--- src/hdl/radial_stick_deadzone_unit_macros.svh ---
// Assertion shorthands used by the FIFO RTL file.
`ifndef RADIAL_STICK_DEADZONE_UNIT_MACROS_SVH
`define RADIAL_STICK_DEADZONE_UNIT_MACROS_SVH

// Check a property on every rising clock edge while out of reset.
`define RSD_ASSERT(lbl, clk, rstn, prop, msg) \
  lbl: assert property (@(posedge clk) disable iff (!rstn) (prop)) else $error(msg);

// Check that a condition in one cycle brings a consequence in the next.
`define RSD_ASSERT_NEXT(lbl, clk, rstn, ante, cons, msg) \
  lbl: assert property (@(posedge clk) disable iff (!rstn) (ante) |=> (cons)) else $error(msg);

`endif

--- src/hdl/rsd_pkg.sv ---
package rsd_pkg;

  localparam int unsigned FRAC_BITS = 8;
  localparam int unsigned AXIS_W    = 16;
  localparam int unsigned DEAD_W    = 15;
  localparam int unsigned SUMSQ_W   = 2 * AXIS_W;
  localparam int unsigned MAG_W     = AXIS_W + FRAC_BITS;
  localparam int unsigned RAD_W     = 2 * MAG_W;
  localparam int unsigned REM_W     = MAG_W + 2;
  localparam int unsigned LEN_W     = DEAD_W + FRAC_BITS;
  localparam int unsigned ABS_W     = AXIS_W + 1;
  localparam int unsigned PROD_W    = ABS_W + LEN_W;
  localparam int unsigned SCALE_W   = PROD_W + 7;
  localparam int unsigned DEN_W     = MAG_W + DEAD_W + 1;
  localparam int unsigned DIV_W     = SCALE_W + 2;
  localparam int unsigned Q_W       = 9;
  localparam int unsigned FIFO_DEPTH = 4;
  localparam int unsigned FIFO_AW    = 2;

  localparam logic [DEAD_W-1:0] MAX_MAG  = '1;
  localparam logic [MAG_W-1:0]  CLAMP_FX = {{(MAG_W-DEAD_W-FRAC_BITS){1'b0}}, MAX_MAG,
                                            {FRAC_BITS{1'b0}}};
  localparam logic [7:0]        CENTER   = 8'd128;

  typedef struct packed {
    logic signed [AXIS_W-1:0] stick_x;
    logic signed [AXIS_W-1:0] stick_y;
  } stick_t;

  typedef struct packed {
    logic [7:0] byte_x;
    logic [7:0] byte_y;
  } byte_t;

  // word handed from the classify/root front to the scaling back
  typedef struct packed {
    logic signed [AXIS_W-1:0] x;
    logic signed [AXIS_W-1:0] y;
    logic                     centre;
    logic [MAG_W-1:0]         mag;
  } mid_t;

endpackage

--- src/hdl/rsd_fifo.sv ---
`include "radial_stick_deadzone_unit_macros.svh"

module rsd_fifo (
  input  logic          clk_i,
  input  logic          rst_ni,
  input  logic          in_valid_i,
  output logic          in_ready_o,
  input  rsd_pkg::mid_t in_data_i,
  output logic          out_valid_o,
  input  logic          out_ready_i,
  output rsd_pkg::mid_t out_data_o
);

  rsd_pkg::mid_t                 mem_q [0:rsd_pkg::FIFO_DEPTH-1];
  logic [rsd_pkg::FIFO_AW-1:0]   wr_q, rd_q;
  logic [rsd_pkg::FIFO_AW:0]     cnt_q;
  logic                          push, pop;

  assign in_ready_o  = (cnt_q != (rsd_pkg::FIFO_AW+1)'(rsd_pkg::FIFO_DEPTH));
  assign out_valid_o = (cnt_q != '0);
  assign push        = in_valid_i && in_ready_o;
  assign pop         = out_valid_o && out_ready_i;
  assign out_data_o  = mem_q[rd_q];

  always_ff @(posedge clk_i) begin
    if (push) begin
      mem_q[wr_q] <= in_data_i;
    end
  end

  always_ff @(posedge clk_i or negedge rst_ni) begin
    if (!rst_ni) begin
      wr_q  <= '0;
      rd_q  <= '0;
      cnt_q <= '0;
    end else begin
      if (push) wr_q <= wr_q + rsd_pkg::FIFO_AW'(1);
      if (pop)  rd_q <= rd_q + rsd_pkg::FIFO_AW'(1);
      if (push && !pop) cnt_q <= cnt_q + (rsd_pkg::FIFO_AW+1)'(1);
      else if (pop && !push) cnt_q <= cnt_q - (rsd_pkg::FIFO_AW+1)'(1);
    end
  end

  `RSD_ASSERT(a_cnt_bound, clk_i, rst_ni, cnt_q <= (rsd_pkg::FIFO_AW+1)'(rsd_pkg::FIFO_DEPTH), "fifo over depth")
  `RSD_ASSERT_NEXT(a_cnt_up, clk_i, rst_ni, push && !pop, cnt_q == $past(cnt_q) + 1'b1, "fifo count lost a push")
  `RSD_ASSERT_NEXT(a_cnt_dn, clk_i, rst_ni, pop && !push, cnt_q == $past(cnt_q) - 1'b1, "fifo count lost a pop")
  `RSD_ASSERT_NEXT(a_ptr_gap, clk_i, rst_ni, 1'b1, wr_q == rd_q + cnt_q[rsd_pkg::FIFO_AW-1:0], "fifo pointers disagree with count")

endmodule

--- config.mk ---
export PLATFORM = sky130hd
export DESIGN_NAME = rsd_fifo
export DESIGN_NICKNAME = d
export VERILOG_FILES = /design/src/hdl/rsd_pkg.sv /design/src/hdl/rsd_fifo.sv
export VERILOG_INCLUDE_DIRS = /design/src /design/src/hdl
export SDC_FILE = /design/constraint.sdc
export NUM_CORES = 1
export LEC_CHECK = 0
export BUFFER_PORTS_ARGS = -buffer_cell sky130_fd_sc_hd__clkbuf_2
export CORE_MARGIN = 2
export CORE_UTILIZATION = 30
export CTS_BUF_LIST = sky130_fd_sc_hd__clkbuf_2 sky130_fd_sc_hd__clkbuf_4 sky130_fd_sc_hd__clkbuf_8
export DETAILED_ROUTE_END_ITERATION = 16
export PLACE_DENSITY = 0.54
export SLEW_MARGIN = 0
export SYNTH_ARGS = -nofsm -noshare
export SYNTH_HDL_FRONTEND = slang
export SYNTH_SLANG_ARGS = --single-unit
--- constraint.sdc ---
create_clock -name clk_i -period 7.3 [get_ports clk_i]
set_clock_uncertainty 0.1 [all_clocks]
set_input_delay 2.19 -clock clk_i [delete_from_list [all_inputs] [get_ports clk_i]]
set_output_delay 2.19 -clock clk_i [all_outputs]
set_load 0.005 [all_outputs]
Word level (Yosys, flattened, before mapping)
Memories as Yosys holds them, arrays and structs flattened.
Index checks and enable logic that the tools add are counted.
- memories: 1
- flip-flop bits (word level): 7
- word-level logic and storage cells: 21
- output and inout bits: 59
- RAM bits: 228
- input bits: 61
- reduce and logical (&&, ||, !) cells: 8
- add/sub/neg operators: 4
- equal/unequal tests: 1
- muxes and demuxes: 4
- memories (memory ; depth ; bits a word ; rd ports ; clocked after memory_dff ; write ports ; line ; source):
    mem_q ; 4 ; 57 ; 1 ; 0 ; 1 ; rsd_fifo.sv:14 ; rsd_pkg::mid_t mem_q [0:rsd_pkg::FIFO_DEPTH-1];
- operators by type and width (kind ; count):
    $mux W3 ; 2
    $add A2 B1 Y2 const B ; 2
    $logic_and A1 B1 Y1 ; 4
    $add A3 B1 Y3 const B ; 1
    $ne A3 B3 Y1 const B ; 1
    $reduce_bool A3 Y1 ; 1
    $sub A3 B1 Y3 const B ; 1
    $logic_not A1 Y1 ; 2
    $mux W1 ; 2
    $reduce_bool A2 Y1 ; 1

Depth between registers and ports, before layout
- depth after elaboration: 6
- depth in mapped cells: 8
- mapped depth without buffers: 8

Least setup slack after synthesis
OpenSTA, ideal clock, no wires.
- path kind: input to register
- from: in in_valid_i
- to: mem mem_q[0][0] (netlist bit), enable pin
- buffers on the path: 0
- arrival: 3.844 ns
- required time: 6.779 ns
- slack: 2.935 ns
- library setup time: 0.421 ns
- stages: 2
- cells stage by stage: a21boi_2 -> and2_1
- cells in the longest elaborated chain, start to end: 3
- RTL lines (item ; line ; source):
    from (decl) ; rsd_fifo.sv:6 ; input logic in_valid_i,
    $logic_and A1 B1 Y1 ; rsd_fifo.sv:21 ; assign push = in_valid_i && in_ready_o;
    $mux W1 ; rsd_fifo.sv:26 ; if (push) begin
    $mux W1 (implied by the code) ; rsd_fifo.sv:27 ; mem_q[wr_q] <= in_data_i;
    to (decl) ; rsd_fifo.sv:14 ;
Every way passes these cells.

==> impl_metrics.json <==
{
  "globalRouteOverflowTotal": 0,
  "i_o_buffers": 119,
  "post-route-worst-setup-slack_ns": 2.23,
  "die-width_um": 174,
  "grt_util_all_layers_pct": 11.1,
  "crit_path_end_kind": "primary output",
  "layout-drive-gt1-share_pct": 48.8,
  "worstSkewPairLatency_ns": 0.52,
  "post-route-cell-area_um2": 10400,
  "arrival_ns": 2.78,
  "antenna_found_initial": 0,
  "wl_per_cell_um": 18.2,
  "finalSetupViolCount": 0,
  "postSynthNetCount": 400,
  "syn_area_per_cell_um2": 26.0,
  "worstMarginPinSlew_ns": 0.977,
  "largest_net_degree_at_the_start_of_global_routing": 58,
  "clock_tree_from_tritoncts": "built",
  "gp_routability_congestion": 0.650,
  "drt_drc_violations_left": 0,
  "vdd_ir_drop_max_mv": 0.176,
  "hold_slack_ns": 0.450,
  "fin_nets": 551,
  "synth_seq_cells": 235,
  "layout_common_cells": "edfxtp_1, clkbuf_2, mux4_2, clkbuf_8, clkbuf_4",
  "detail_route.first_pass.iterations": 4,
  "final_min_period_over_clock_period_pct": 69.5,
  "dr.first_iter.drc_count": 186,
  "clkTransAtPathRegs_ns": 0.06,
  "worst_setup_slack_after_placement_ns": 2.63,
  "areaGrowthSynthToFinish_pct": 20.7,
  "report.final.hold_viol_count": 0,
  "cts-root-buf": "clkbuf_8",
  "post_drt_via_cell_ratio": 4.40,
  "layout_commonest_cell": "edfxtp_1",
  "antenna_cells": 0,
  "fillCellCount": 2713,
  "met1_length_um": 6850,
  "ant_nets": 0,
  "design.die.area_um2": 30200,
  "cap_viol_max_count": 0,
  "cts_hold_repair.buffers": 0,
  "syn-instance-count": 333,
  "post_dp_cell_area_um2": 9640,
  "dpl.cell_count": 825,
  "io_pins": 120,
  "grt_setup_unrepaired": "no",
  "startpoint_type": "flip-flop",
  "status": "complete, no violations",
  "wirelength_um": 16300,
  "rows": 62,
  "global_route_wire_length_before_repair_um": 25600,
  "critical_path_required_ns": 5.01,
  "clock_path_buffers": 3,
  "clock_sinks": 235,
  "core-area_um2": 28500,
  "post_synthesis_cell_area_um2": 8640,
  "portion_of_the_post_synthesis_area_used_by_sequential_elements_pct": 81.2,
  "timing.critical_path.fanout_max": 36,
  "grt_pass1_vias": 4524,
  "die_h_um": 174,
  "route.met2.wl_um": 8090,
  "slew_headroom_pct": 34.8,
  "cts-buffers-inserted": 41,
  "worst-setup-path-type": "flip-flop to primary output",
  "htree_levels": 2,
  "hp-class": "flip-flop to flip-flop",
  "power.leakage_nw": 3.57,
  "power.density_nw_per_um2": 394,
  "cts.repair_timing.setup_buffer_count": 0,
  "slew_violations": 0,
  "num_vias": 3948,
  "maxUsedRoutingLayer": "met4",
  "post-dp-hpwl_um": 8970,
  "max_fclk_ghz": 0.197,
  "detailroute.wirelength.met3_um": 972,
  "timing.setup.tns_ns": 0,
  "synth_cell_types": 20,
  "post_cts_gate_resize_count": 0,
  "layout_min_cycle_time_ns": 5.07,
  "initial_utilization_pct": 30.3,
  "finalNonFillerCells": 898,
  "ys.warnings.count": 0
}
[per-stage QoR]
step                      power, W  utilization (%)
after global placement     0.00302             33.8
after CTS                  0.00422             36.5
after global routing       0.00437             36.5
final                      0.00411             36.5
after floorplan            0.00262                -
after detailed placement   0.00305             33.8
[power by group]
part / switching, W / internal (W) / total [W] / leakage, nW
Clock: 0.000496 / 0.000646 / 0.00114 / 0.421
Combinational: 0.000492 / 0.000527 / 0.00102 / 0.983
Sequential: 0.000160 / 0.00179 / 0.00195 / 2.17
Total: 0.00115 / 0.00296 / 0.00411 / 3.57
[layout make-up]
type / instances / area (µm²) / area share, %
clock buffers: 56 / 689 / 6.61
inverters: 3 / 11.3 / 0.108
well taps: 384 / 480 / 4.60
multi-input cells: 82 / 1510 / 14.5
clock inverters: 17 / 101 / 0.971
repair buffers: 121 / 611 / 5.85
flip-flops and latches: 235 / 7030 / 67.3
[cells by family (layout without fill, tap and decap cells)]
logic type,count (synthesis),in the layout,synth area share (%)
adder cells (fa/ha/maj),6,6,0.955
flip-flops,235,235,81.2
multiplexers,59,59,15.1
XOR/XNOR,6,6,0.608
AO/OA/AOI/OAI,1,1,0.130
AND/OR/NAND/NOR,10,10,0.593
buffers and inverters,16,197,1.37
[critical path, cell delays in order (launching register included)]
cell      delay (ns)
dfrtp_4         0.93
buf_4           0.55
mux4_2          0.57
clkbuf_2        0.13
[state kept, by name (all words and copies together) (netlist names)]
register	flops
cnt_q	3
mem_q	228
rd_q	2
wr_q	2
[synth_stat cells]
cell type	instances	area [µm²]
or3_1	1	6.26
buf_12	2	40.0
xor2_1	2	17.5
nand3_1	1	5.00
ha_1	5	62.6
mux4_2	57	1280
xnor2_1	4	35.0
nand2_1	2	7.51
dfrtp_1	7	175
buf_2	3	15.0
mux2_2	2	22.5
nor2_1	2	7.51
buf_4	4	30.0
and2_1	4	25.0
a21boi_2	1	11.3
buf_6	1	11.3
buf_1	3	11.3
edfxtp_1	228	6850
inv_1	3	11.3
fa_1	1	20.0
[routing by layer]
layer / global-route usage [%] / vias up
li1: - / 1728
met1: 13.8 / 2059
met2: 18.3 / 118
met3: 3.22 / 43
met4: 4.17 / 0
met5: 0 / -
[worst paths after layout]
path	from	end	slack (ns)	cells after the start
max in group asynchronous	rst_ni	rd_q[0]	5.51	1
setup reg to reg	cnt_q[0]	mem_q[2][3]	5.03	3
hold reg to reg	cnt_q[2]	cnt_q[2]	0.45	1
setup / recovery	rd_q[0]	out_data_o[6]	2.23	3
hold / removal	cnt_q[2]	cnt_q[2]	0.45	1
min in group asynchronous	rst_ni	cnt_q[0]	1.40	1
No activity file was read; power rests on OpenSTA's default activity.
